<file path="src/rtl/ttuv_pkg.sv">
package ttuv_pkg;

    // Field and datapath widths
    localparam int COORD_W   = 32;                // one Q-format coordinate
    localparam int DIFF_W    = COORD_W + 1;       // exact edge / uv delta
    localparam int PROD_W    = 2 * DIFF_W;        // exact signed product
    localparam int MAG_W     = PROD_W;            // magnitude of a product difference
    localparam int QUO_W     = COORD_W + 1;       // quotient bits kept by the divider
    localparam int S_TDATA_W = 5 * COORD_W;       // pos_x, pos_y, pos_z, tex_u, tex_v
    localparam int M_TDATA_W = 3 * COORD_W;       // tangent_x, tangent_y, tangent_z

    // Saturation limits of a tangent component
    localparam logic [COORD_W-1:0] SAT_MAX = {1'b0, {(COORD_W-1){1'b1}}};
    localparam logic [COORD_W-1:0] SAT_MIN = {1'b1, {(COORD_W-1){1'b0}}};

    // One finished triangle: uv deltas and the two position edges per axis
    typedef struct packed {
        logic signed [DIFF_W-1:0] du1;
        logic signed [DIFF_W-1:0] dv1;
        logic signed [DIFF_W-1:0] du2;
        logic signed [DIFF_W-1:0] dv2;
        logic [2:0][DIFF_W-1:0]   e1;
        logic [2:0][DIFF_W-1:0]   e2;
    } job_t;

    // Queue status seen by the front and back
    typedef struct packed {
        logic full;
        logic empty;
    } fifo_stat_t;

endpackage

</file>
<file path="src/rtl/ttuv_front.sv">
module ttuv_front (
    input  logic                         aclk,
    input  logic                         aresetn,
    input  logic                         s_tvalid,
    output logic                         s_tready,
    input  logic [ttuv_pkg::S_TDATA_W-1:0] s_tdata,  // pos_x, pos_y, pos_z, tex_u, tex_v
    input  ttuv_pkg::fifo_stat_t         stat,
    output logic                         push,
    output ttuv_pkg::job_t               push_job
);

    typedef enum logic [2:0] {
        C0 = 3'b001,
        C1 = 3'b010,
        C2 = 3'b100
    } corner_t;

    localparam int CW = ttuv_pkg::COORD_W;

    corner_t phase_reg, phase_next;
    logic [4:0][CW-1:0] v0_reg, v1_reg;
    logic [4:0][CW-1:0] cur;
    logic accept;

    assign cur = s_tdata;

    // Only the closing corner needs room in the queue
    assign s_tready = (phase_reg != C2) || !stat.full;
    assign accept   = s_tvalid && s_tready;
    assign push     = accept && (phase_reg == C2);

    // Sign-extended differences against the first corner
    function automatic logic signed [ttuv_pkg::DIFF_W-1:0] sdiff(
        input logic [CW-1:0] a,
        input logic [CW-1:0] b
    );
        sdiff = $signed({a[CW-1], a}) - $signed({b[CW-1], b});
    endfunction

    always_comb begin
        push_job.du1 = sdiff(v1_reg[3], v0_reg[3]);
        push_job.dv1 = sdiff(v1_reg[4], v0_reg[4]);
        push_job.du2 = sdiff(cur[3], v0_reg[3]);
        push_job.dv2 = sdiff(cur[4], v0_reg[4]);
        for (int c = 0; c < 3; c++) begin
            push_job.e1[c] = sdiff(v1_reg[c], v0_reg[c]);
            push_job.e2[c] = sdiff(cur[c], v0_reg[c]);
        end
    end

    // Corner sequencing
    always_comb begin
        phase_next = phase_reg;
        if (accept) begin
            case (phase_reg)
                C0:      phase_next = C1;
                C1:      phase_next = C2;
                C2:      phase_next = C0;
                default: phase_next = C0;
            endcase
        end
    end

    always_ff @(posedge aclk) begin
        if (!aresetn) begin
            phase_reg <= C0;
        end else begin
            phase_reg <= phase_next;
        end
    end

    // Held corners, payload only
    always_ff @(posedge aclk) begin
        if (accept && phase_reg == C0) begin
            v0_reg <= cur;
        end
        if (accept && phase_reg == C1) begin
            v1_reg <= cur;
        end
    end

endmodule

</file>
<file path="config.mk">
export PLATFORM = sky130hd
export DESIGN_NAME = ttuv_front
export DESIGN_NICKNAME = d
export VERILOG_FILES = /design/src/rtl/ttuv_pkg.sv /design/src/rtl/ttuv_front.sv
export SDC_FILE = /design/constraint.sdc
export NUM_CORES = 1
export LEC_CHECK = 0
export ABC_CLOCK_PERIOD_IN_PS = 21900
export BUFFER_PORTS_ARGS = -buffer_cell sky130_fd_sc_hd__buf_2
export CAP_MARGIN = 20
export CORE_ASPECT_RATIO = 1.1
export CORE_UTILIZATION = 45
export CTS_BUF_LIST = sky130_fd_sc_hd__clkbuf_8
export CTS_CLUSTER_SIZE = 28
export DETAILED_ROUTE_END_ITERATION = 16
export PLACE_DENSITY = 0.64
export RECOVER_POWER = 100
export SYNTH_ARGS = -nofsm -noshare
export SYNTH_HDL_FRONTEND = slang
export SYNTH_SLANG_ARGS = --single-unit
</file>
<file path="constraint.sdc">
create_clock -name aclk -period 21.9 [get_ports aclk]
set_input_delay 2.19 -clock aclk [delete_from_list [all_inputs] [get_ports aclk]]
set_output_delay 2.19 -clock aclk [all_outputs]
set_load 0.02 [all_outputs]
</file>
# Word-level counts from Yosys, hierarchy flattened
# Index checks and enable logic that the tools add are counted.
# totals
wordCells	32
register_bits	323
output_inout_bits	332
in_bits	165
# op_classes
n_mux	1
add_sub_neg	10
n_eq_ne	4
reduce_logical	6
# op_table
op	n
32-bit by 32-bit subtractor with 33-bit output	10
3-bit one-hot mux with 2 select lines	1
1-bit logical AND	4
3-bit by 1-bit == test with 1-bit output (second input constant)	1
3-bit by 2-bit == test with 1-bit output (second input constant)	1
3-bit == test (second input constant)	1
3-bit != test (second input constant)	1
1-bit zero test	1
1-bit logical OR	1

# Depth between registers and ports, before layout
# depth
word_depth	4
ltp_mapped	12
depth_no_buf	12

# Worst setup path after synthesis
# Ideal clock, no wire load.
# synth_path
path_kind	input-to-reg
startpoint	input s_tvalid
endpoint	register phase_reg[1]
t_required_ns	21.772
cell_stages	2
t_arrival_ns	18.379
setup_slack_ns	3.394
setup_time_ns	0.128
path_buffers	0
path_cell_list	nor4bb_1 o21a_1
# synth_between
elab_chain_cells	1
# synth_rtl
item	line	source
start, declared	ttuv_front.sv:4	input logic s_tvalid,
1-bit logical AND	ttuv_front.sv:29	assign accept = s_tvalid && s_tready;
end signal, assigned	ttuv_front.sv:68	phase_reg <= phase_next;
end, declared	ttuv_front.sv:20	corner_t phase_reg, phase_next;
# No other way between the ends.
# A chain may end at the register's enable or synchronous reset.

==> summary.txt <==
Layout
  • Fraction of layout cells with a size suffix above 1: 0.0421
  • Area added between synthesis and finish: 14.8%
  • Nets@finish: around 3,800
  • Most frequent cells in the layout: clkbuf_1, ha_1, edfxtp_1
  • Commonest non-fill, non-tap cell in the layout: clkbuf_1
  • Util after Layout: 0.526

Routing
  • DR vias: 22,831
  • First-pass detailed-route iteration total: 6
  • DRC Markers: 0
  • WL/cell: 18.9 um
  • Drt total wl: 77,200 um
  • Avg Vias per Cell: 5.58
  • DR iter-0 viols: ~1,200
  • Post-route antenna net violation count: 0

Logic synthesis
  • Synth Register Bits: between 300 and 400
  • Post-Synthesis Mean Instance Area: between 9 and 10 um^2
  • Async SR Flop Fraction: 0
  • Share of the synthesized area in the top cell type: 0.365
  • Synth unique cells: 78
  • Top FF cell, synth: edfxtp_1
  • Main area contributors after synthesis: edfxtp_1, ha_1, xnor2_1
  • Synth Instances: roughly 2,800
  • Post-synth top area cell: edfxtp_1
  • Number of synthesized flops with an enable pin: between 300 and 400
  • Register area share after synthesis: 0.367
  • Syn. warnings: 0
  • Mapped Area: 26,400 um^2
  • Post-synth net total: roughly 3,300

Floorplan
  • Initial Util: 0.458
  • Chip Height: approximately 260 um
  • FP Rows: just over 90
  • Die span in x: approximately 230 um
  • Die Footprint: around 60,000 um^2
  • CORE AREA: 57,600 um^2
  • Io pins: 497

Clock tree
  • Setup Fix Bufs, Post-CTS: 0
  • Hold Buf Count CTS: 0
  • Clk_lat worst skew: 0.65 ns
  • Clock sink count: around 320
  • CTS tree: yes
  • Clock slew at reported path FFs: ~0.060 ns
  • Clock Tree Buf Depth: 3
  • H-tree depth: 2
  • Root Buffer: clkbuf_8
  • CTS buffer count: 57
  • CTS resizes: 0

Timing
  • Crit share post-route: 0.365
  • TNS Setup: 0 ns
  • Min cycle time layout: between 7 and 8 ns
  • Worst-margin pin slew: 3.52 ns
  • RSZ-0062 raised after global routing: no
  • Fin. Hold Viols: 0
  • Slew HR: -1.35
  • Final Slew Violations: 330
  • Setup Viol. Count Final: 0
  • Fmax: approximately 130 MHz
  • Post-route clock skew: approximately 0.026 ns
  • Final worst setup slack: 13.91 ns

Critical path
  • WP data required: just under 20 ns
  • Arrival time of the worst setup path: a little under 6 ns
  • FF-to-FF path depth: 3
  • Crit. End Element: output port
  • CP Launch Type: input port
  • Worst-path maximum fanout: 4
  • Critical path class: in2out

Worst hold path
  • Hold Path Class: reg2reg
  • Hold path cells: 2

Placement
  • Placer congestion estimate: ~0.96
  • PortBufs: around 500
  • Place WS: roughly 14 ns
  • Dpl hpwl: between 60,000 and 70,000 um

Global routing
  • First-pass GRT wire length: 120,000 um
  • Total track usage: 0.253
  • M3 GR Usage: 0.0803
  • Largest net degree at the start of global routing: 57
  • Global route hottest layer: met2
  • Global route total overflow: 0
  • Vias in the first global route: between 20,000 and 25,000
  • Antenna violations before repair: 18
  • Met2 Usage GRT: 0.436
  • M1 GR Usage: 0.290

Power and ir drop
  • Comb pwr share: 0.403
  • Power Dens Cells: between 70 and 80 nW/um^2
  • Leak Pwr: ~13 nW
  • Peak VDD IR: approximately 0.053 mV
  • Power share of the sequential group: 0.331
  • Internal power: between 1 and 1.5 mW
  • Sw Share: 0.395
  • Clock share of power: 0.266
  • P_sw: around 0.87 mW

Run status
  • Outcome: finished with violations
  • Violated checks: capacitance limit, slew limit

Job
  • Number of max-cap violations: 6
==> kinds of logic after synthesis <==
group,share of synthesized area
AO/OA/AOI/OAI,0.219
flip-flops,0.367
adder cells (fa/ha/maj),0.159
multiplexers,0.00228
AND/OR/NAND/NOR,0.124
XOR/XNOR,0.0857
buffers and inverters,0.0431
==> final timing paths <==
kind | endpoint | start | slack, ns
max | push_job[93] | s_tdata[65] | 13.91
min | phase_reg[0] | phase_reg[2] | 0.62
max reg2reg | v0_reg[73] | phase_reg[0] | 15.47
min reg2reg | phase_reg[0] | phase_reg[2] | 0.62
==> cell usage after synthesis, types with 8 or more instances <==
cell type    n
xor2_1      72
nand4_1     30
nand3_1     62
a211o_1     11
nor3_1      50
fa_1        10
or3_1       14
o21a_1      65
a211oi_1    24
nor2_1     164
nor3b_1     10
a21boi_1     9
a21oi_1    264
edfxtp_1   320
a31oi_1     32
nand2_1    151
and3_1      34
or2_2        8
nand2b_1    47
o21ai_1     42
xnor2_1    186
inv_1      266
a221o_1     11
o21bai_1    33
o31a_1       9
and2_1      14
a221oi_1     9
o21ai_0    100
ha_1       320
o211ai_1    19
clkbuf_1    35
a31o_2       9
nand3b_1     8
a21o_1     145
nor2b_1     48
==> worst max-delay path, stage by stage <==
cell	delay (ns)
clkbuf_1	0.11
ha_1	0.28
nor2b_1	0.14
o31a_1	0.27
o41ai_1	0.89
o21ai_0	0.52
a21oi_1	0.37
o21ai_0	0.22
a31o_1	0.25
a21oi_1	0.17
xnor2_1	0.13
clkbuf_1	0.24
==> stage by stage <==
step | cells | total power, mW | area [um^2] | hold WS (ns)
final | 4088 | 2.19 | 30300 | 0.618
after floorplan | 2758 | 1.37 | 26400 | 0.552
after CTS | 4075 | 2.25 | 30900 | 0.642
after global routing | 4085 | 2.32 | 30300 | 0.686
after global placement | 3975 | 1.64 | 29700 | 0.601
after detailed placement | 3975 | 1.65 | 29700 | 0.635
==> power by group through the flow <==
stage	Combinational (mW)	Clock [mW]	Sequential [mW]
after floorplan	0.616	0	0.750
after global placement	0.904	0	0.736
after detailed placement	0.913	0	0.737
after CTS	0.918	0.605	0.724
after global routing	0.960	0.628	0.729
final	0.883	0.583	0.727
==> metal layers <==
layer / routed length (um) / vias up
met4: 2610 / 12
met3: 6510 / 153
met1: 31100 / 10756
met5: 80 / -
met2: 36900 / 638
li1: - / 11272
==> area by class of cell <==
type	instances	area [um^2]
Fill cell	5593	27300
Clock inverter	38	308
Antenna cell	12	30.0
Clock buffer	62	853
Sequential cell	323	9670
Inverter	266	998
Multi-Input combinational cell	2133	15500
Tap cell	752	941
Timing Repair Buffer	502	1940
Power figures use the tool's default switching activity.
