## src/rtl/ttuv_pkg.sv

```systemverilog
package ttuv_pkg;

    // Field and datapath widths
    localparam int COORD_W   = 32;                // one Q-format coordinate
    localparam int DIFF_W    = COORD_W + 1;       // exact edge / uv delta
    localparam int PROD_W    = 2 * DIFF_W;        // exact signed product
    localparam int MAG_W     = PROD_W;            // magnitude of a product difference
    localparam int QUO_W     = COORD_W + 1;       // quotient bits kept by the divider
    localparam int S_TDATA_W = 5 * COORD_W;       // pos_x, pos_y, pos_z, tex_u, tex_v
    localparam int M_TDATA_W = 3 * COORD_W;       // tangent_x, tangent_y, tangent_z

    // Saturation limits of a tangent component
    localparam logic [COORD_W-1:0] SAT_MAX = {1'b0, {(COORD_W-1){1'b1}}};
    localparam logic [COORD_W-1:0] SAT_MIN = {1'b1, {(COORD_W-1){1'b0}}};

    // One finished triangle: uv deltas and the two position edges per axis
    typedef struct packed {
        logic signed [DIFF_W-1:0] du1;
        logic signed [DIFF_W-1:0] dv1;
        logic signed [DIFF_W-1:0] du2;
        logic signed [DIFF_W-1:0] dv2;
        logic [2:0][DIFF_W-1:0]   e1;
        logic [2:0][DIFF_W-1:0]   e2;
    } job_t;

    // Queue status seen by the front and back
    typedef struct packed {
        logic full;
        logic empty;
    } fifo_stat_t;

endpackage

```

## src/rtl/ttuv_back.sv

```systemverilog
module ttuv_back #(
    parameter int FRAC_BITS = 16
) (
    input  logic                           aclk,
    input  logic                           aresetn,
    input  ttuv_pkg::fifo_stat_t           stat,
    input  ttuv_pkg::job_t                 pop_job,
    output logic                           pop,
    output logic                           m_tvalid,
    input  logic                           m_tready,
    output logic [ttuv_pkg::M_TDATA_W-1:0] m_tdata,  // tangent_x, tangent_y, tangent_z
    output logic [0:0]                     m_tuser   // degenerate
);

    localparam int CW    = ttuv_pkg::COORD_W;
    localparam int DW_   = ttuv_pkg::DIFF_W;
    localparam int PW    = ttuv_pkg::PROD_W;
    localparam int MW    = ttuv_pkg::MAG_W;
    localparam int QW    = ttuv_pkg::QUO_W;
    localparam int DIVD_W = MW + FRAC_BITS;   // scaled dividend
    localparam int HI_W  = DIVD_W - QW;       // part above the quotient window
    localparam int CNT_W = $clog2(QW);

    typedef enum logic [11:0] {
        S_IDLE   = 12'b000000000001,
        S_DET0   = 12'b000000000010,
        S_DET1   = 12'b000000000100,
        S_DET2   = 12'b000000001000,
        S_DETCHK = 12'b000000010000,
        S_NUM0   = 12'b000000100000,
        S_NUM1   = 12'b000001000000,
        S_NUM2   = 12'b000010000000,
        S_ABS    = 12'b000100000000,
        S_PRE    = 12'b001000000000,
        S_DIV    = 12'b010000000000,
        S_RND    = 12'b100000000000
    } state_t;

    state_t state_reg, state_next;
    logic   out_pend_reg, out_pend_next;

    ttuv_pkg::job_t          job_reg;
    logic signed [PW-1:0]    prod_reg, acc_reg;
    logic signed [PW:0]      diff_reg;
    logic [MW-1:0]           den_mag_reg, num_mag_reg, rem_reg;
    logic                    den_neg_reg, neg_reg;
    logic [QW-1:0]           lo_reg, q_reg;
    logic [CNT_W-1:0]        cnt_reg;
    logic [1:0]              comp_reg;
    logic [2:0][CW-1:0]      res_reg;
    logic                    deg_reg;
    logic                    m_tvalid_reg;
    logic [ttuv_pkg::M_TDATA_W-1:0] m_tdata_reg;
    logic [0:0]              m_tuser_reg;

    // Shared multiplier
    logic signed [DW_-1:0] mul_a, mul_b;
    logic signed [PW-1:0]  mul_p;

    always_comb begin
        case (state_reg)
            S_DET1: begin
                mul_a = job_reg.dv1;
                mul_b = job_reg.du2;
            end
            S_NUM0: begin
                mul_a = $signed(job_reg.e1[comp_reg]);
                mul_b = job_reg.dv2;
            end
            S_NUM1: begin
                mul_a = $signed(job_reg.e2[comp_reg]);
                mul_b = job_reg.dv1;
            end
            default: begin
                mul_a = job_reg.du1;
                mul_b = job_reg.dv2;
            end
        endcase
    end

    assign mul_p = mul_a * mul_b;

    // Datapath helpers
    logic [PW:0]        diff_abs;
    logic [DIVD_W-1:0]  dividend;
    logic [HI_W-1:0]    div_hi;
    logic               pre_sat;
    logic [MW:0]        trial;
    logic               trial_ge;
    logic [MW:0]        trial_sub;
    logic               rnd_up;
    logic [QW:0]        q_rnd;
    logic [CW-1:0]      rnd_val;
    logic               out_free;
    logic               last_comp;

    assign diff_abs  = diff_reg[PW] ? (~diff_reg + 1'b1) : diff_reg;
    assign dividend  = {num_mag_reg, {FRAC_BITS{1'b0}}};
    assign div_hi    = dividend[DIVD_W-1:QW];
    // quotient of 2^QW or more saturates for either sign
    assign pre_sat   = MW'(div_hi) >= den_mag_reg;
    assign trial     = {rem_reg, lo_reg[QW-1]};
    assign trial_ge  = trial >= {1'b0, den_mag_reg};
    assign trial_sub = trial - {1'b0, den_mag_reg};
    assign rnd_up    = {rem_reg, 1'b0} >= {1'b0, den_mag_reg};
    assign q_rnd     = {1'b0, q_reg} + (QW+1)'(rnd_up);
    assign out_free  = !m_tvalid_reg || m_tready;
    assign last_comp = (comp_reg == 2'd2);

    // Round half away from zero, then saturate
    always_comb begin
        if (neg_reg) begin
            if (q_rnd > (QW+1)'({1'b1, {(CW-1){1'b0}}})) begin
                rnd_val = ttuv_pkg::SAT_MIN;
            end else begin
                rnd_val = CW'(~q_rnd[CW-1:0] + 1'b1);
            end
        end else begin
            if (q_rnd > (QW+1)'(ttuv_pkg::SAT_MAX)) begin
                rnd_val = ttuv_pkg::SAT_MAX;
            end else begin
                rnd_val = q_rnd[CW-1:0];
            end
        end
    end

    // Sequencer
    always_comb begin
        state_next    = state_reg;
        out_pend_next = out_pend_reg;
        pop           = 1'b0;
        case (state_reg)
            S_IDLE: begin
                if (out_pend_reg) begin
                    if (out_free) begin
                        out_pend_next = 1'b0;
                    end
                end else if (!stat.empty) begin
                    pop        = 1'b1;
                    state_next = S_DET0;
                end
            end
            S_DET0:   state_next = S_DET1;
            S_DET1:   state_next = S_DET2;
            S_DET2:   state_next = S_DETCHK;
            S_DETCHK: begin
                if (diff_reg == '0) begin
                    out_pend_next = 1'b1;
                    state_next    = S_IDLE;
                end else begin
                    state_next = S_NUM0;
                end
            end
            S_NUM0:   state_next = S_NUM1;
            S_NUM1:   state_next = S_NUM2;
            S_NUM2:   state_next = S_ABS;
            S_ABS:    state_next = S_PRE;
            S_PRE: begin
                if (!pre_sat) begin
                    state_next = S_DIV;
                end else if (last_comp) begin
                    out_pend_next = 1'b1;
                    state_next    = S_IDLE;
                end else begin
                    state_next = S_NUM0;
                end
            end
            S_DIV: begin
                if (cnt_reg == CNT_W'(QW - 1)) begin
                    state_next = S_RND;
                end
            end
            S_RND: begin
                if (last_comp) begin
                    out_pend_next = 1'b1;
                    state_next    = S_IDLE;
                end else begin
                    state_next = S_NUM0;
                end
            end
            default: state_next = S_IDLE;
        endcase
    end

    always_ff @(posedge aclk) begin
        if (!aresetn) begin
            state_reg    <= S_IDLE;
            out_pend_reg <= 1'b0;
            m_tvalid_reg <= 1'b0;
        end else begin
            state_reg    <= state_next;
            out_pend_reg <= out_pend_next;
            if (state_reg == S_IDLE && out_pend_reg && out_free) begin
                m_tvalid_reg <= 1'b1;
            end else if (m_tready) begin
                m_tvalid_reg <= 1'b0;
            end
        end
    end

    // Arithmetic registers
    always_ff @(posedge aclk) begin
        case (state_reg)
            S_IDLE: begin
                job_reg <= pop_job;
                if (out_pend_reg && out_free) begin
                    m_tdata_reg <= res_reg;
                    m_tuser_reg <= deg_reg;
                end
            end
            S_DET0: prod_reg <= mul_p;
            S_DET1: begin
                acc_reg  <= prod_reg;
                prod_reg <= mul_p;
            end
            S_DET2: diff_reg <= {acc_reg[PW-1], acc_reg} - {prod_reg[PW-1], prod_reg};
            S_DETCHK: begin
                den_neg_reg <= diff_reg[PW];
                den_mag_reg <= diff_abs[MW-1:0];
                comp_reg    <= 2'd0;
                deg_reg     <= (diff_reg == '0);
                res_reg     <= '0;
            end
            S_NUM0: prod_reg <= mul_p;
            S_NUM1: begin
                acc_reg  <= prod_reg;
                prod_reg <= mul_p;
            end
            S_NUM2: diff_reg <= {acc_reg[PW-1], acc_reg} - {prod_reg[PW-1], prod_reg};
            S_ABS: begin
                neg_reg     <= diff_reg[PW] ^ den_neg_reg;
                num_mag_reg <= diff_abs[MW-1:0];
            end
            S_PRE: begin
                if (pre_sat) begin
                    res_reg[comp_reg] <= neg_reg ? ttuv_pkg::SAT_MIN : ttuv_pkg::SAT_MAX;
                    comp_reg          <= comp_reg + 2'd1;
                end else begin
                    rem_reg <= MW'(div_hi);
                    lo_reg  <= dividend[QW-1:0];
                    q_reg   <= '0;
                    cnt_reg <= '0;
                end
            end
            S_DIV: begin
                rem_reg <= trial_ge ? trial_sub[MW-1:0] : trial[MW-1:0];
                q_reg   <= {q_reg[QW-2:0], trial_ge};
                lo_reg  <= {lo_reg[QW-2:0], 1'b0};
                cnt_reg <= cnt_reg + 1'b1;
            end
            S_RND: begin
                res_reg[comp_reg] <= rnd_val;
                comp_reg          <= comp_reg + 2'd1;
            end
            default: begin
            end
        endcase
    end

    assign m_tvalid = m_tvalid_reg;
    assign m_tdata  = m_tdata_reg;
    assign m_tuser  = m_tuser_reg;

endmodule

```

## config.mk

```make
export PLATFORM = sky130hd
export DESIGN_NAME = ttuv_back
export DESIGN_NICKNAME = d
export VERILOG_FILES = /design/src/rtl/ttuv_pkg.sv /design/src/rtl/ttuv_back.sv
export SDC_FILE = /design/constraint.sdc
export NUM_CORES = 2
export LEC_CHECK = 0
export BUFFER_PORTS_ARGS = -buffer_cell sky130_fd_sc_hd__buf_2
export CAP_MARGIN = 0
export CORE_ASPECT_RATIO = 1.75
export CORE_UTILIZATION = 60
export DETAILED_ROUTE_END_ITERATION = 8
export HOLD_SLACK_MARGIN = 0.05
export PLACE_DENSITY = 0.78
export SETUP_SLACK_MARGIN = 0.15
export SKIP_LAST_GASP = 1
export SLEW_MARGIN = 30
export SYNTH_ARGS = -nofsm -noshare
export SYNTH_HDL_FRONTEND = slang
export SYNTH_SLANG_ARGS = --single-unit
```

## constraint.sdc

```tcl
create_clock -name aclk -period 33.9 [get_ports aclk]
set_input_delay 3.39 -clock aclk [delete_from_list [all_inputs] [get_ports aclk]]
set_output_delay 3.39 -clock aclk [all_outputs]
set_load 0.01 [all_outputs]
```

## After elaboration in Yosys (flattened, before gate mapping)

Cells that the tools add are included.

- $mul: 1
- Add/subtract/negate cells: 7
- Bitwise logic cells: 3
- Reduce and logical (&&, ||, !) cells: 19
- Mux-type cells: 46
- $lt $le $gt $ge: 7
- Equality and inequality tests: 20

Operators with widths:

| kind | number |
|---|---|
| $pmux W96 S3 | 1 |
| $mux W66 | 3 |
| $pmux W33 S2 | 3 |
| $bwmux W96 | 2 |
| $mux W32 | 5 |
| $pmux W12 S12 | 1 |
| $ge A67 B66 Y1 | 2 |
| $bmux W33 S2 | 2 |
| $mux W33 | 4 |
| $pmux W66 S2 | 1 |
| $pmux W33 S3 | 1 |
| $mux W96 | 1 |
| $logic_not A67 Y1 | 1 |
| $sub A66 B66 Y67 | 1 |
| $add A66 B1 Y66 const B | 1 |
| $ge A49 B66 Y1 | 1 |
| $mul A33 B33 Y66 | 1 |
| $not A66 Y66 | 1 |
| $sub A66 B66 Y66 | 1 |
| $demux W32 S2 | 1 |
| $mux W12 | 3 |
| $add A33 B1 Y34 | 1 |
| $gt A34 B31 Y1 const B | 1 |
| $gt A34 B32 Y1 const B | 1 |
| other kinds (39) | 63 |

- Word-level logic and storage cells: 134
- Flip-flop bits (word level): 1011
- Output and inout port bits: 99
- Input bits: 335

## Logic depth before layout (Yosys ltp)

- Word-level depth: 8
- Gate-level depth with buffers: 42

## Least setup slack after synthesis

No wires, ideal clock.

- Path type: register -> register
- From: register state_reg[3]
- To: register m_tdata_reg (netlist bit m_tdata[0]), enable pin
- Setup slack: 21.426 ns
- Data required time: 33.347 ns
- Cell stages (with the launch flop): 8
- Library setup time: 0.553 ns
- Data arrival time: 11.921 ns
- Path through: dfxtp_1 -> nor2_1 -> nand2_1 -> nor2_1 -> nand4b_1 -> inv_1 -> nand2_1 -> nor2_1

- Word-level cells in the longest chain between the ends: 2

Ends and longest elaborated chain:

| what | RTL line | text |
|---|---|---|
| from (decl) | ttuv_back.sv:39 | `state_t state_reg, state_next;` |
| from (signal assigned) | ttuv_back.sv:191 | `state_reg <= state_next;` |
| $eq A12 B1 Y1 | ttuv_back.sv:203 | `case (state_reg)` |
| $reduce_and A2 Y1 (no source line) | - |  |
| to (signal assigned) | ttuv_back.sv:207 | `m_tdata_reg <= res_reg;` |
| to (decl) | ttuv_back.sv:53 | `logic [ttuv_pkg::M_TDATA_W-1:0] m_tdata_reg;` |

Every way passes these cells.
A chain may end at the register's enable or synchronous reset.

## Worst setup path in the final report

- From: register state_reg[8]
- To: register prod_reg[63] (data pin)

- Word-level cells in the longest chain between the ends: 3
- Elaborated cells on any way between the ends: 6

Ends and longest elaborated chain:

| what | RTL line | text |
|---|---|---|
| $eq A12 B7 Y1 (tied with other cells) | ttuv_back.sv:61 | `case (state_reg)` |
| $pmux W33 S3 or $pmux W33 S2 (tied branches) | ttuv_back.sv:61 |  |
| $mul A33 B33 Y66 (*) | ttuv_back.sv:81 | `assign mul_p = mul_a * mul_b;` |
| net mul_p[63] | ttuv_back.sv:58 | `logic signed [PW-1:0] mul_p;` |
| to (signal assigned) | ttuv_back.sv:211 | `S_DET0: prod_reg <= mul_p;` |
| to (signal assigned) | ttuv_back.sv:214 | `prod_reg <= mul_p;` |
| to (signal assigned) | ttuv_back.sv:224 | `S_NUM0: prod_reg <= mul_p;` |
| to (decl) | ttuv_back.sv:43 | `logic signed [PW-1:0] prod_reg, acc_reg;` |

The timed path passes the listed nets; every way through them passes the cells marked *.

==> flow_summary.ini <==
[clock_tree]
htreeDepth = 3
ctsResizeCount = 0
cts_buffer_depth = 3
cts_tree = yes
cts_hold_buffers = 0
worstSkewPairLatency_ns = 0.76
cts_setup_buffers = 0
clock-sinks = 995
numCtsBuffers = 87
cts.clk_slew.worst_paths_ns = 0.07
cts_root_buffer = clkbuf_16

[routing]
drc = 0
antenna_left = 0
num_vias = 63720
drt_first_pass_iters = 6
wire_per_inst_um = 25.49
first_iter_violations = 4779
vias_per_cell = 6.116
routed_wl_um = 265600

[setup_path]
crit_fanout = 51
cp-start-kind = flop
cp.required_ns = 34.36
critPathCaptureType = flop
worstSetupPathType = reg -> reg
cpMaxStageDelayCell = or2_2
cp_data_arrival_time_ns = 13.25
cp_common_cell = fa_1
slowest_delay_ns = 0.71

[global_route]
grt_pass1_wl_um = 399400
grt_antenna_before_repair = 12
grt_max_degree = 114
overflow = 0
grt_pass1_vias = 68120
grt_util_all_layers = 0.3740

[logic_synthesis]
synth_top_cell_area_share = 0.3412
ys_seq_elements = 995
synth_cells = 8250
yosysWarnings = 0
async_reset_ff_frac = 0
yosysTopAreaCell = edfxtp_1
ys.flop_type = edfxtp_1
yosys-top-cells-area = edfxtp_1 (34%), fa_1 (27%), ha_1 (5.9%), inv_1 (5.6%), nand2_1 (3.9%)
synthesis.area_sq_mm = 0.08634
yosysSeqAreaShare = 0.3444
synth_edf_count = 981
yosysUniqueCellTypes = 86
synth_nets = 10140
synth_area_per_cell_sq_um = 10.47

[floorplanning]
die_x_um = 288.8
initial_core_util = 0.6062
core_area_sq_mm = 0.1424
dieHeight_um = 503.8
ios = 434
die-area_sq_mm = 0.1455
placementRows = 183

[timing]
relSlewSlack = 0.2433
period_share = 0.3773
setup_viol = 0
max_freq_ghz = 0.07819
fin_setup_tns_ns = 0
final_hold_viol_count = 0
maxSlewViolCount = 0
rsz0062_at_grt = no
min_period_ns = 12.79
worst_pin_slew_ns = 1.135
finClkSkew_ns = 0.07210

[layout]
nets = 10380
largest_reg_flops = 330
mostFrequentLayoutCell = inv_1
final_cell_mix = inv_1 (1287), fa_1 (1146), edfxtp_1 (981)
nFillCells = 11090
area_delta_synth_final_pct = 8.197
fin_util = 0.6559
drive_above_1_share = 0.1017

[status]
status = finished, final reports clean

[placement]
routabilityCongestion = 1.030
dp_hpwl_um = 203000
numPortBuffers = 432

[hold_path]
hold_path_class = reg -> reg

[job]
max_cap_violations = 0
[worst paths after layout]
check                                          startpoint                      to  slack (ns)  cells past startpoint
worst max-delay path            state_reg[8]$_SDFFE_PN0P_  prod_reg[63]$_DFFE_PP_       21.11                     33
worst max register to register  state_reg[8]$_SDFFE_PN0P_  prod_reg[63]$_DFFE_PP_       21.11                     33
worst min-delay path               prod_reg[30]$_DFFE_PP_   acc_reg[30]$_DFFE_PN_        0.42                      0
worst min register to register     prod_reg[30]$_DFFE_PP_   acc_reg[30]$_DFFE_PN_        0.42                      0
[cell families (layout without fill, tap and decap cells)]
group | after synthesis | in the layout | share of synthesized area
other | 0 | 7 | 0
AND/OR/NAND/NOR | 2301 | 2301 | 0.1164
XOR/XNOR | 307 | 307 | 0.03114
flip-flops | 995 | 995 | 0.3444
AO/OA/AOI/OAI | 1290 | 1290 | 0.09647
buffers and inverters | 1700 | 2011 | 0.07413
adder cells (fa/ha/maj) | 1555 | 1555 | 0.3251
multiplexers | 102 | 102 | 0.01230
[Yosys cell counts (all sizes together) (86+ instances only)]
cell / n
ha: 408
a21oi: 376
nand3: 87
fa: 1147
edfxtp: 981
a21o: 156
inv: 1289
nor2: 832
clkbuf: 374
nand2: 899
xnor2: 221
xor2: 86
o21ai: 270
[final cells by class]
| cell class | count | area (sq um) | area share |
|---|---|---|---|
| multi-input cells | 5555 | 50450 | 0.5400 |
| well taps | 1850 | 2315 | 0.02478 |
| repair buffers | 559 | 3134 | 0.03355 |
| diodes | 7 | 17.52 | 0.0001875 |
| flip-flops and latches | 995 | 29740 | 0.3183 |
| clock buffers | 106 | 2268 | 0.02428 |
| inverters | 1290 | 4850 | 0.05192 |
| clock inverters | 56 | 643.1 | 0.006885 |
[layer usage]
metal	global-route usage	share of wire
met1	0.3742	0.31
met2	0.6416	0.50
met3	0.08124	0.083
met4	0.3392	0.11
met5	0	0.00021
[through the flow]
| step | std cells | hold slack [ns] | setup WS (ns) | area (sq um) |
|---|---|---|---|---|
| 2_1_floorplan | 8250 | 0.4003 | 21.43 | 86340 |
| 3_3_place_gp | 10250 | 0.4279 | 21.51 | 90430 |
| 3_5_place_dp | 10250 | 0.4284 | 21.34 | 90450 |
| 4_1_cts | 10410 | 0.4166 | 21.27 | 93370 |
| 5_1_grt | 10420 | 0.4307 | 20.72 | 93410 |
| 6_report | 10420 | 0.4189 | 21.11 | 93410 |
[worst max-delay path: cells and delay by family (launching register included)]
kind	cells	cell delay, ns
flip-flops	1	0.34
AO/OA/AOI/OAI	10	3.81
adder cells (fa/ha/maj)	9	4.31
buffers and inverters	7	1.47
XOR/XNOR	1	0.16
AND/OR/NAND/NOR	6	2.23
Power is left out: the tool's default activity adds up to more than one toggle a clock period on the data nets, which glitch-free logic cannot reach.
