`config.mk`:
```
export PLATFORM = sky130hd
export DESIGN_NAME = ttuv_fifo
export DESIGN_NICKNAME = d
export VERILOG_FILES = /design/src/rtl/ttuv_pkg.sv /design/src/rtl/ttuv_fifo.sv
export SDC_FILE = /design/constraint.sdc
export NUM_CORES = 1
export LEC_CHECK = 0
export BUFFER_PORTS_ARGS = -buffer_cell sky130_fd_sc_hd__buf_4
export CAP_MARGIN = 20
export CORE_AREA = 2 2 255 257
export DETAILED_ROUTE_END_ITERATION = 10
export DIE_AREA = 0 0 257 259
export GPL_TIMING_DRIVEN = 0
export HOLD_SLACK_MARGIN = 0.1
export SYNTH_ARGS = -nofsm -noshare
export SYNTH_HDL_FRONTEND = slang
export SYNTH_SLANG_ARGS = --single-unit
```
`constraint.sdc`:
```
create_clock -name aclk -period 36.6 [get_ports aclk]
set_input_delay 3.66 -clock aclk [delete_from_list [all_inputs] [get_ports aclk]]
set_output_delay 3.66 -clock aclk [all_outputs]
set_load 0.005 [all_outputs]
```
`src/rtl/ttuv_pkg.sv`:
```
package ttuv_pkg;

    // Field and datapath widths
    localparam int COORD_W   = 32;                // one Q-format coordinate
    localparam int DIFF_W    = COORD_W + 1;       // exact edge / uv delta
    localparam int PROD_W    = 2 * DIFF_W;        // exact signed product
    localparam int MAG_W     = PROD_W;            // magnitude of a product difference
    localparam int QUO_W     = COORD_W + 1;       // quotient bits kept by the divider
    localparam int S_TDATA_W = 5 * COORD_W;       // pos_x, pos_y, pos_z, tex_u, tex_v
    localparam int M_TDATA_W = 3 * COORD_W;       // tangent_x, tangent_y, tangent_z

    // Saturation limits of a tangent component
    localparam logic [COORD_W-1:0] SAT_MAX = {1'b0, {(COORD_W-1){1'b1}}};
    localparam logic [COORD_W-1:0] SAT_MIN = {1'b1, {(COORD_W-1){1'b0}}};

    // One finished triangle: uv deltas and the two position edges per axis
    typedef struct packed {
        logic signed [DIFF_W-1:0] du1;
        logic signed [DIFF_W-1:0] dv1;
        logic signed [DIFF_W-1:0] du2;
        logic signed [DIFF_W-1:0] dv2;
        logic [2:0][DIFF_W-1:0]   e1;
        logic [2:0][DIFF_W-1:0]   e2;
    } job_t;

    // Queue status seen by the front and back
    typedef struct packed {
        logic full;
        logic empty;
    } fifo_stat_t;

endpackage

```
`src/rtl/ttuv_fifo.sv`:
```
module ttuv_fifo (
    input  logic                 aclk,
    input  logic                 aresetn,
    input  logic                 push,
    input  ttuv_pkg::job_t       push_job,
    input  logic                 pop,
    output ttuv_pkg::job_t       pop_job,
    output ttuv_pkg::fifo_stat_t stat
);

    ttuv_pkg::job_t mem_reg [2];
    logic       wr_ptr_reg, rd_ptr_reg;
    logic [1:0] count_reg;

    assign stat.full  = (count_reg == 2'd2);
    assign stat.empty = (count_reg == 2'd0);
    assign pop_job    = mem_reg[rd_ptr_reg];

    // Pointers and fill level
    always_ff @(posedge aclk) begin
        if (!aresetn) begin
            wr_ptr_reg <= 1'b0;
            rd_ptr_reg <= 1'b0;
            count_reg  <= 2'd0;
        end else begin
            if (push) begin
                wr_ptr_reg <= ~wr_ptr_reg;
            end
            if (pop) begin
                rd_ptr_reg <= ~rd_ptr_reg;
            end
            if (push && !pop) begin
                count_reg <= count_reg + 2'd1;
            end else if (pop && !push) begin
                count_reg <= count_reg - 2'd1;
            end
        end
    end

    // Storage
    always_ff @(posedge aclk) begin
        if (push) begin
            mem_reg[wr_ptr_reg] <= push_job;
        end
    end

endmodule

```
=== Word level (Yosys, flattened, before mapping) ===
Memory sizes are Yosys's and may differ from the RTL's. A register that Yosys moved wholly into a read port is not among the register bits.
Index checks and enable logic that the tools add are counted.

* Add/sub/neg operators: 2
* Eq/ne operators: 1
* Multiplexer cells: 6
* Bitwise logic cells: 2
* Reduce and logical (&&, ||, !) cells: 6

{| class="wikitable"
|+ Operators with widths
! operator !! number
|-
| $mux W1 || 4
|-
| $mux W2 || 2
|-
| $add A2 B1 Y2 const B || 1
|-
| $eq A2 B2 Y1 const B || 1
|-
| $logic_and A1 B1 Y1 || 2
|-
| $logic_not A1 Y1 || 2
|-
| $logic_not A2 Y1 || 1
|-
| $not A1 Y1 || 2
|-
| $reduce_bool A2 Y1 || 1
|-
| $sub A2 B1 Y2 const B || 1
|}

* Bits in registers: 4
* Memory bits (writable): 660
* Bits of input ports: 334
* Output and inout port bits: 332
* Logic and storage cells: 21
* Memories kept: 1

{| class="wikitable"
|+ Memory list
! memory !! depth !! width !! read ports !! clocked after Yosys merged registers in !! wr ports !! line !! text
|-
| mem_reg || 2 || 330 || 1 || 1 || 1 || ttuv_fifo.sv:11 || <nowiki>ttuv_pkg::job_t mem_reg [2];</nowiki>
|}

=== Longest topological paths before layout ===
Gate-level depths: netlist of the first run.

* Depth after elaboration: 4
* Mapped depth: 5
* Gate-level depth less buffers: 5

=== Worst setup path after synthesis of the first run ===
No wires, ideal clock.

* Kind: input -> register
* Start: input push
* End: register wr_ptr_reg
* Data arrival time: 18.906 ns
* Required time: 36.474 ns
* Path slack: 17.568 ns
* Stages: 2
* Path buffers: 0
* Path through: nor2b_1 o21a_1

{| class="wikitable"
|+ RTL lines
! element !! line !! text
|-
| from (decl) || ttuv_fifo.sv:4 || <nowiki>input logic push,</nowiki>
|-
| to (signal assigned) || ttuv_fifo.sv:27 || <nowiki>wr_ptr_reg <= ~wr_ptr_reg;</nowiki>
|-
| to (decl) || ttuv_fifo.sv:12 || <nowiki>logic wr_ptr_reg, rd_ptr_reg;</nowiki>
|}

==> results.yml, run 1 <==
logic_synthesis:
  yosys.area_share.adder: 0.0004894
  synth-xor-area-share: 0.001028
  yosysWarnings: 0
  synth_top_area_share: 0.7753
  post_synth_num_cell_types: 18
  synthesis.nets: 1384
  avgSynthCellArea_um2: 24.37
  netlist.top_cell.by_area: "edfxtp_1"
  synth.cell_area_um2: 25560
  post_synth_main_area_contributors: "edfxtp_1 (78%), mux2_4 (18%), buf_12 (2.6%)"
  synth.ff_latch_count: 665
  syn_inst: 1049
  yosysSeqAreaShare: 0.7792
  yosys-mux-area-fraction: 0.1894
  dominant_combinational_cell_family_by_area_after_synthesis: "multiplexers"
  synth_simple_gate_area_frac: 0.002105
  fraction_of_the_mapped_netlist_area_in_compound_gates: 0.0007831
cts:
  clock_tree_from_tritoncts: "yes"
  clkLatencyLatePin_ps: 590
  clockRootBuffer: "clkbuf_16"
  htreeDepth: 3
  cells_resized_by_post_cts_repair: 0
  clk_pin_slew_worst_paths_ps: 60
  cts_hold_buf: 0
  cts_post_setup_buffers_inserted: 0
  cts_max_path_buffers: 3
  cts_inserted_buffers: 72
  cts_sinks: 665
floorplan:
  floorplan.die_area_um2: 66560
  rows: 93
  die_h_um: 259
  start_util: 0.4002
  core_area_um2: 63880
  fp.dieW_um: 257
  ioPinCount: 666
worst_setup_path:
  worstRegToRegCells: 5
  kind_of_end_point_of_the_critical_path: "primary output"
  worst_path_cell_trace: "buf_6, buf_2, mux2_2, buf_4"
  path_class: "reg2out"
  reg2reg_from: "wr_ptr_reg"
  required_time_at_the_worst_slack_endpoint_ps: 32940
  cp_max_fo: 10
  timing.critical_path.slowest_stage_cell: "mux2_2"
  worst_ep_arrival_time_ps: 1950
  cp-start-kind: "flop"
  crit_path_max_incr_delay_ps: 380
  worst-r2r-setup-slack_ps: 34120
  critical_path.reg2reg.endpoint: "mem_reg[1][267]"
hold_path:
  origin_of_the_worst_min_delay_path: "count_reg[1]"
  terminating_pin_of_the_worst_hold_path: "count_reg[1]"
  min_path_cells: 2
  worstHoldPathType: "reg2reg"
detailed_routing:
  drcViolationCount: 0
  finalWirelength_mm: 60.94
  initialDrtViolationCount: 547
  wire_per_inst_um: 22.39
  route.detailed.vias_per_inst: 4.653
  drt.antenna.violating_nets: 0
  detail_route.first_pass.iterations: 4
  routed-via-count: 12670
global_routing:
  globalRoute.totalOverflow: 0
  grt_pass1_vias: 13430
  grt_antenna_before_repair: 9
  first_pass_grt_wire_length_mm: 87.09
  global_route.usage.total: 0.1779
  grt_start_max_net_pins: 63
finish:
  layout-area-overhead-vs-synth_pct: 33.68
  seqCellArea_um2: 19920
  fill_cells: 5071
  multiInputGateArea_um2: 4965
  layout.nets: 2143
  layout.cells.non_filler: 2722
  largest_register_ff_count: 660
  layout-drive-gt1-share: 0.6163
sta:
  tightest_slew_ps: 584.6
  timing.fmax_mhz: 178.1
  number_of_failing_hold_endpoints_at_the_final_stage: 0
  timing.max_slew.rel_slack: 0.6102
  drv_slew: 0
  setup_total_negative_slack_ps: 0
  min_period_over_period: 0.1534
  final.setup_skew_ps: 17.81
  finalWorstPathRequiredPeriod_ps: 5615
  grt_setup_unrepaired: "no"
  finalSetupViolCount: 0
flow_run:
  cap_violations: 0
placed_design:
  dp.final_hpwl_mm: 44.54
  gpl.final_weighted_congestion: 0.7774
  io_buffer_count: 665
  post-place-cells: 2589
power_and_ir_drop:
  vdd_ir_drop_max_uv: 49.41
  power_density_nw_per_um2: 52.20
  post-layout-total-power_mw: 1.784
  cellLeakagePower_nw: 13.38
outcome:
  outcome: "finished clean"
kinds of logic (layout without fill, tap and decap cells):
kind of cell | Yosys count | after routing
AO/OA/AOI/OAI | 3 | 3
XOR/XNOR | 3 | 3
adder cells (fa/ha/maj) | 1 | 1
buffers and inverters | 38 | 850
flip-flops | 665 | 665
multiplexers | 330 | 330
other | 0 | 6
AND/OR/NAND/NOR | 9 | 9
layer usage:
metal	global-route usage	vias up	wire length [µm]
li1	-	5722	-
met1	0.1939	6387	21620
met2	0.3083	443	31800
met3	0.07137	107	5435
met4	0.07397	6	2037
met5	0	-	45
worst max-delay path by stage:
| stage | from | depth (start not counted) | to |
|---|---|---|---|
| floorplan | push | 2 | wr_ptr_reg |
| detailed placement | push | 6 | mem_reg[1][242] |
| global placement | push | 3 | wr_ptr_reg |
| CTS | flop | 4 | pop_job[326] |
| finish | flop | 4 | pop_job[18] |
| global route | flop | 4 | pop_job[325] |
layout by cell type (no fill, tap or decap), types with 2 or more instances in the layout:
cell          n
clkbuf_1     13
xor2_1        2
clkinvlp_4    2
dfxtp_1       5
buf_12       49
nor2b_1       2
edfxtp_1    660
diode_2       6
buf_16        4
buf_4       665
and2_1        3
inv_6         3
clkbuf_16    72
buf_2         3
mux2_4      300
clkinv_2     13
mux2_2       30
clkinv_1     21
Yosys cell counts (all sizes together):
cell type and instances:
edfxtp 660, mux2 330, buf 37, dfxtp 5, and2 4, nor2b 3, xor2 2, a21boi 1
ha 1, inv 1, nor2 1, o21a 1, o21ai 1, or3 1, xnor2 1
report_power, final:
part	internal, mW	leakage (nW)	total (mW)	switching [mW]
combinational	0.144	6.11	0.241	0.0967
clock	0.368	1.03	0.653	0.285
sequential	0.881	6.24	0.890	0.00883
stage by stage:
step           utilization  cell area [µm²]  setup WS, ps  hold WS (ps)
2_1_floorplan            -            25560         17570         472.9
3_3_place_gp        0.4951            31630          7998         487.4
3_5_place_dp        0.5020            32070         30710         534.7
4_1_cts             0.5347            34160         30900         541.6
5_1_grt             0.5350            34180         30870         572.2
6_report            0.5350            34180         30990         535.2
cell type report:
| class | instances | share of cell area |
|---|---|---|
| diodes | 6 | 0.0004393 |
| plain buffers | 37 | 0.02010 |
| clock buffers | 85 | 0.05415 |
| clock inverters | 42 | 0.007103 |
| inverters | 1 | 0.0001098 |
| multi-input cells | 346 | 0.1453 |
| flip-flops and latches | 665 | 0.5829 |
| well taps | 855 | 0.03130 |
| repair buffers | 685 | 0.1587 |
critical path, delay by kind of cell, from the launching register on:
family / cells / cell delay [ps]
muxes: 1 / 380
DFF: 1 / 320
buffers and inverters: 3 / 670
(Power assumes the default switching activity.)
==> run 2, diff against run 1 <==
- CORE_AREA: 2 2 255 257 -> 2 2 256 258
- DIE_AREA: 0 0 257 259 -> 0 0 258 260
- PLACE_DENSITY: default -> 0.65
- clock period: 36.6 -> 4.6 ns (I/O delays scaled with it)
==> run 2 against run 1 <==
- via count grew 11%
- final cell count grew 12%
- critical endpoint is now mem_reg[0][244]
- register-to-register slack lost 32000 ps
- utilization grew 5.1 points
- hold slack lost 320 ps
- global-route usage grew 0.63 points
- largest cell class unchanged
==> results.yml, run 2 (same netlist as run 1, synthesis figures left out) <==
outcome:
  outcome: "finished clean"
sta:
  final.setup_skew_ps: 23.90
  post-route-worst-setup-slack_ps: 2097
  tightest_slew_ps: 840.6
  timing.fmax_mhz: 399.4
  finalHoldWorstSlack_ps: 215.6
  grt_setup_unrepaired: "no"
  drv_slew: 0
  finalWorstPathRequiredPeriod_ps: 2503
  setup_total_negative_slack_ps: 0
  number_of_failing_hold_endpoints_at_the_final_stage: 0
  finalSetupViolCount: 0
  min_period_over_period: 0.5442
  timing.max_slew.rel_slack: 0.4384
placed_design:
  dp.final_hpwl_mm: 43.80
  detailedPlace.worstSlack_ps: 1780
  gpl.final_weighted_congestion: 0.7843
  io_buffer_count: 665
finish:
  fill_cells: 4654
  layout_common_cells: "buf_4 (665), edfxtp_1 (660), dlygate4sd3_1 (331)"
  layout-area-overhead-vs-synth_pct: 47.07
  multiInputGateArea_um2: 4965
  largest_register_ff_count: 660
  layout-drive-gt1-share: 0.5256
  seqCellArea_um2: 19920
  final_core_utilization: 0.5864
  most_common_library_cell_in_the_layout_ignoring_fill_and_taps: "buf_4"
  layout.nets: 2471
floorplan:
  ioPinCount: 666
  start_util: 0.3987
  floorplan.die_area_um2: 67080
  fp.dieW_um: 258
  core_area_um2: 64120
  die_h_um: 260
  rows: 93
worst_setup_path:
  cp_max_fo: 29
  kind_of_end_point_of_the_critical_path: "flop"
  worst-r2r-setup-slack_ps: 2100
  reg2reg_from: "wr_ptr_reg"
  required_time_at_the_worst_slack_endpoint_ps: 4900
  timing.critical_path.to: "mem_reg[0][244]"
  worst_ep_arrival_time_ps: 2800
  cp-start-kind: "flop"
  critical_path.reg2reg.endpoint: "mem_reg[0][244]"
  timing.critical_path.slowest_stage_cell: "nor2b_4"
  worstRegToRegCells: 6
  worst_path_cell_trace: "nor2b_4, buf_12, buf_12, buf_12, buf_12, buf_16"
  path_class: "reg2reg"
  crit_path_max_incr_delay_ps: 670
  worst_setup_path_startpoint: "wr_ptr_reg"
  worst_path_most_repeated_cell: "buf_12"
detailed_routing:
  finalWirelength_mm: 63.95
  wire_per_inst_um: 20.99
  drt.antenna.violating_nets: 0
  detail_route.first_pass.iterations: 4
  initialDrtViolationCount: 830
  route.detailed.vias_per_inst: 4.611
  routed-via-count: 14050
  drcViolationCount: 0
global_routing:
  grt_pass1_vias: 15330
  grt_antenna_before_repair: 4
  first_pass_grt_wire_length_mm: 92.85
  grt_start_max_net_pins: 65
  globalRoute.totalOverflow: 0
  global_route.usage.total: 0.1842
flow_run:
  cap_violations: 0
cts:
  cts_post_setup_buffers_inserted: 0
  clk_pin_slew_worst_paths_ps: 60
  clockRootBuffer: "clkbuf_16"
  cts_max_path_buffers: 3
  clock_tree_from_tritoncts: "yes"
  htreeDepth: 3
  cts_sinks: 665
  cts_inserted_buffers: 72
  clkLatencyLatePin_ps: 590
power_and_ir_drop:
  pwr-share-clk: 0.375
  vdd_ir_drop_max_uv: 303.0
  cellLeakagePower_nw: 14.82
  power.switching_mw: 3.204
  internal-power_mw: 11.61
  pwr-share-comb: 0.147
  p_sw_frac: 0.2163
  share_seq_of_total_power: 0.479
  power_density_nw_per_um2: 393.9
hold_path:
  worstHoldPathType: "in2reg"
## run 2: cell count changes in the layout (fill, tap and decap cells not counted)
cell           change
buf_12             -6
buf_16             +3
bufinv_16          +6
clkbuf_1           -2
clkinv_1           -4
clkinv_2           +1
diode_2            -5
dlygate4sd3_1    +331
inv_6              +1
inv_8              -1
## run 2: power groups by stage
stage                     logic, mW  registers [mW]  clock network (mW)
after global placement         1.85            7.28                   0
after global routing           2.30            7.11                5.94
final                          2.17            7.09                5.55
after floorplan               0.931            7.24                   0
after CTS                      2.19            7.09                5.69
after detailed placement       1.93            7.21                   0
## run 2: worst min-delay path by stage
| stage | startpoint | endpoint | slack (ps) | cells past startpoint |
|---|---|---|---|---|
| floorplan | count_reg[1] | count_reg[1] | 470 | 2 |
| global placement | count_reg[1] | count_reg[1] | 500 | 2 |
| detailed placement | count_reg[1] | count_reg[1] | 550 | 2 |
| CTS | pop | flop | 170 | 3 |
| global route | push | wr_ptr_reg | 200 | 3 |
| finish | push | wr_ptr_reg | 220 | 3 |
## run 2: layout make-up
type | instances | area share
plain buffers | 37 | 0.01827
well taps | 855 | 0.02845
repair buffers | 1013 | 0.2313
diodes | 1 | 0.00006656
clock inverters | 45 | 0.01092
clock buffers | 83 | 0.04902
flip-flops and latches | 665 | 0.5298
multi-input cells | 346 | 0.1320
inverters | 1 | 0.00009983
## run 2: per-stage QoR
stage	instance area, µm²	cells	total power, mW
final	37600	3046	14.81
after global routing	37600	3045	15.35
after CTS	37600	3045	14.97
after detailed placement	32030	2586	9.145
after global placement	31640	2569	9.130
after floorplan	25570	1049	8.170
## run 2: worst max-delay path, delay by kind of cell (launching register included)
kind	cells	cell delay (ps)
flops	1	340
buf+inv	5	1120
simple gates	1	670
## run 2: layer usage
metal / vias up / wire, µm / global-route usage
met3: 126 / 4647 / 0.05653
met2: 473 / 33920 / 0.3277
met5: - / 41 / 0
li1: 6389 / - / -
met4: 6 / 2145 / 0.07161
met1: 7052 / 23190 / 0.2068
## run 2: timing repair
action / CTS / global route
hold buffers: 331 / 0
hold endpoints to repair: 664 / 0
resized for setup: 0 / 0
==> run 3, diff against run 2 <==
- CORE_AREA: 2 2 256 258 -> 2 2 255 257
- DIE_AREA: 0 0 258 260 -> 0 0 257 259
- PLACE_DENSITY: 0.65 -> default
- clock period: 4.6 -> 2.4 ns (I/O delays scaled with it)
==> run 3 against run 2 <==
- sequential cell count stayed put
- count of clock-buffer cells in the layout is 8 higher
- combinational power is 92% higher
- register-to-register slack worse by 1900 ps
- hold slack better by 150 ps
- largest cell class unchanged
==> results.yml, run 3 (same netlist as run 1, synthesis figures left out) <==
outcome:
  outcome: "finished clean"
detailed_routing:
  drt.antenna.violating_nets: 0
  wire_per_inst_um: 20.63
  route.detailed.vias_per_inst: 4.554
  routed-via-count: 13900
  drcViolationCount: 0
  finalWirelength_mm: 62.94
  initialDrtViolationCount: 821
  detail_route.first_pass.iterations: 6
worst_setup_path:
  cp_max_fo: 10
  cp_top_family: "buffers and inverters"
  timing.critical_path.slowest_stage_cell: "mux2_2"
  reg2reg_from: "wr_ptr_reg"
  crit_path_max_incr_delay_ps: 430
  worst_ep_arrival_time_ps: 2050
  critical_path.n_buffers_inverters: 3
  required_time_at_the_worst_slack_endpoint_ps: 2160
  kind_of_end_point_of_the_critical_path: "primary output"
  worstRegToRegCells: 6
  path_class: "reg2out"
  worst-r2r-setup-slack_ps: 180
  critical_path.reg2reg.endpoint: "mem_reg[0][123]"
  cp-start-kind: "flop"
  worst_path_cell_trace: "buf_6, buf_2, mux2_2, buf_4"
finish:
  layout_common_cells: "buf_4 (665), edfxtp_1 (660), dlygate4sd3_1 (333)"
  final_core_utilization: 0.5880
  largest_register_ff_count: 660
  most_common_library_cell_in_the_layout_ignoring_fill_and_taps: "buf_4"
  layout-area-overhead-vs-synth_pct: 46.93
  layout.nets: 2476
  layout-drive-gt1-share: 0.5242
placed_design:
  dp.final_hpwl_mm: 44.33
  io_buffer_count: 665
  gpl.final_weighted_congestion: 0.7672
floorplan:
  floorplan.die_area_um2: 66560
  core_area_um2: 63880
  start_util: 0.4002
  rows: 93
  ioPinCount: 666
  die_h_um: 259
  fp.dieW_um: 257
power_and_ir_drop:
  p_sw_frac: 0.2181
  internal-power_mw: 21.81
  cellLeakagePower_nw: 14.80
  power_density_nw_per_um2: 742.6
  pwr-share-clk: 0.364
  power.switching_mw: 6.085
  share_seq_of_total_power: 0.487
  vdd_ir_drop_max_uv: 543.4
  pwr-share-comb: 0.150
cts:
  clk_pin_slew_worst_paths_ps: 60
  cts_max_path_buffers: 3
  clockRootBuffer: "clkbuf_16"
  cells_resized_by_post_cts_repair: 0
  cts_sinks: 665
  clkLatencyLatePin_ps: 590
  htreeDepth: 3
  clock_tree_from_tritoncts: "yes"
  cts_post_setup_buffers_inserted: 0
  cts_inserted_buffers: 72
sta:
  number_of_failing_hold_endpoints_at_the_final_stage: 0
  timing.max_slew.rel_slack: 0.5349
  finalSetupViolCount: 0
  finalHoldWorstSlack_ps: 369.2
  timing.fmax_mhz: 437.1
  grt_setup_unrepaired: "no"
  tightest_slew_ps: 694.5
  final.setup_skew_ps: 16.62
  finalWorstPathRequiredPeriod_ps: 2288
  min_period_over_period: 0.9532
  drv_slew: 0
hold_path:
  terminating_pin_of_the_worst_hold_path: "mem_reg[0][162]"
  origin_of_the_worst_min_delay_path: "push_job[162]"
  worstHoldPathType: "in2reg"
  min_path_cells: 2
global_routing:
  first_pass_grt_wire_length_mm: 92.49
  globalRoute.totalOverflow: 0
  use_met3: 0.05770
  grt_pass1_vias: 15140
  grt_start_max_net_pins: 60
  grt_antenna_before_repair: 3
  met1_usage: 0.2032
  groute.layer.met2.usage: 0.3361
  grt.busiest_layer: "met2"
  global_route.usage.total: 0.1849
flow_run:
  cap_violations: 0
[run 3: cell types whose count changed in the layout (fill, tap and decap cells not counted), sizes merged]
cell / previous run / this run
bufinv: 7 / 2
clkinv: 32 / 28
diode: 1 / 2
clkbuf: 83 / 91
nor2b: 3 / 4
clkinvlp: 2 / 0
buf: 719 / 721
inv: 5 / 7
dlygate4sd3: 331 / 333
[run 3: how the worst max path moves through the flow]
stage	endpoint	slack (ps)	cells after the start
after floorplan	mem_reg[0][0]	-3220	1
after global placement	mem_reg[0][248]	-6290	2
after detailed placement	mem_reg[0][132]	-130	7
after CTS	pop_job[16]	20	4
after global routing	pop_job[16]	5	4
final	pop_job[16]	110	4
[run 3: power groups by stage]
stage | Clock [mW] | Sequential [mW] | Combinational, mW
2_1_floorplan | 0 | 13.9 | 1.78
3_3_place_gp | 0 | 13.9 | 3.58
3_5_place_dp | 0 | 13.8 | 3.73
4_1_cts | 10.4 | 13.6 | 4.23
5_1_grt | 10.9 | 13.6 | 4.42
6_report | 10.1 | 13.6 | 4.17
[run 3: repair_timing]
action                     4_1_cts  5_1_grt
hold buffers                   333        0
setup endpoints to repair       22        0
hold endpoints to repair       665        0
[run 3: stage by stage]
step | cell area, µm² | TNS, ps | worst slack, ps | std cells | power (mW)
6_report | 37560 | 0 | 112.3 | 3051 | 27.89
5_1_grt | 37560 | 0 | 5.318 | 3051 | 28.92
4_1_cts | 37560 | 0 | 16.43 | 3049 | 28.26
3_5_place_dp | 32080 | -2901 | -133.2 | 2588 | 17.55
3_3_place_gp | 31640 | -3664760 | -6286 | 2569 | 17.53
2_1_floorplan | 25570 | -1870990 | -3225 | 1049 | 15.66
[run 3: area by class of cell]
cell class,count,area [µm²]
fillers,4747,26320
flip-flops and latches,665,19920
inverters,1,3.754
clock inverters,36,241.5
repair buffers,1017,8766
diodes,2,5.005
well taps,855,1070
multi-input cells,347,4974
plain buffers,37,686.9
clock buffers,91,1894
[run 3: layer usage]
metal / routed length, µm / up-vias
met4: 1765 / 2
met2: 33690 / 463
met3: 4598 / 103
li1: - / 6390
met5: 13 / -
met1: 22870 / 6937
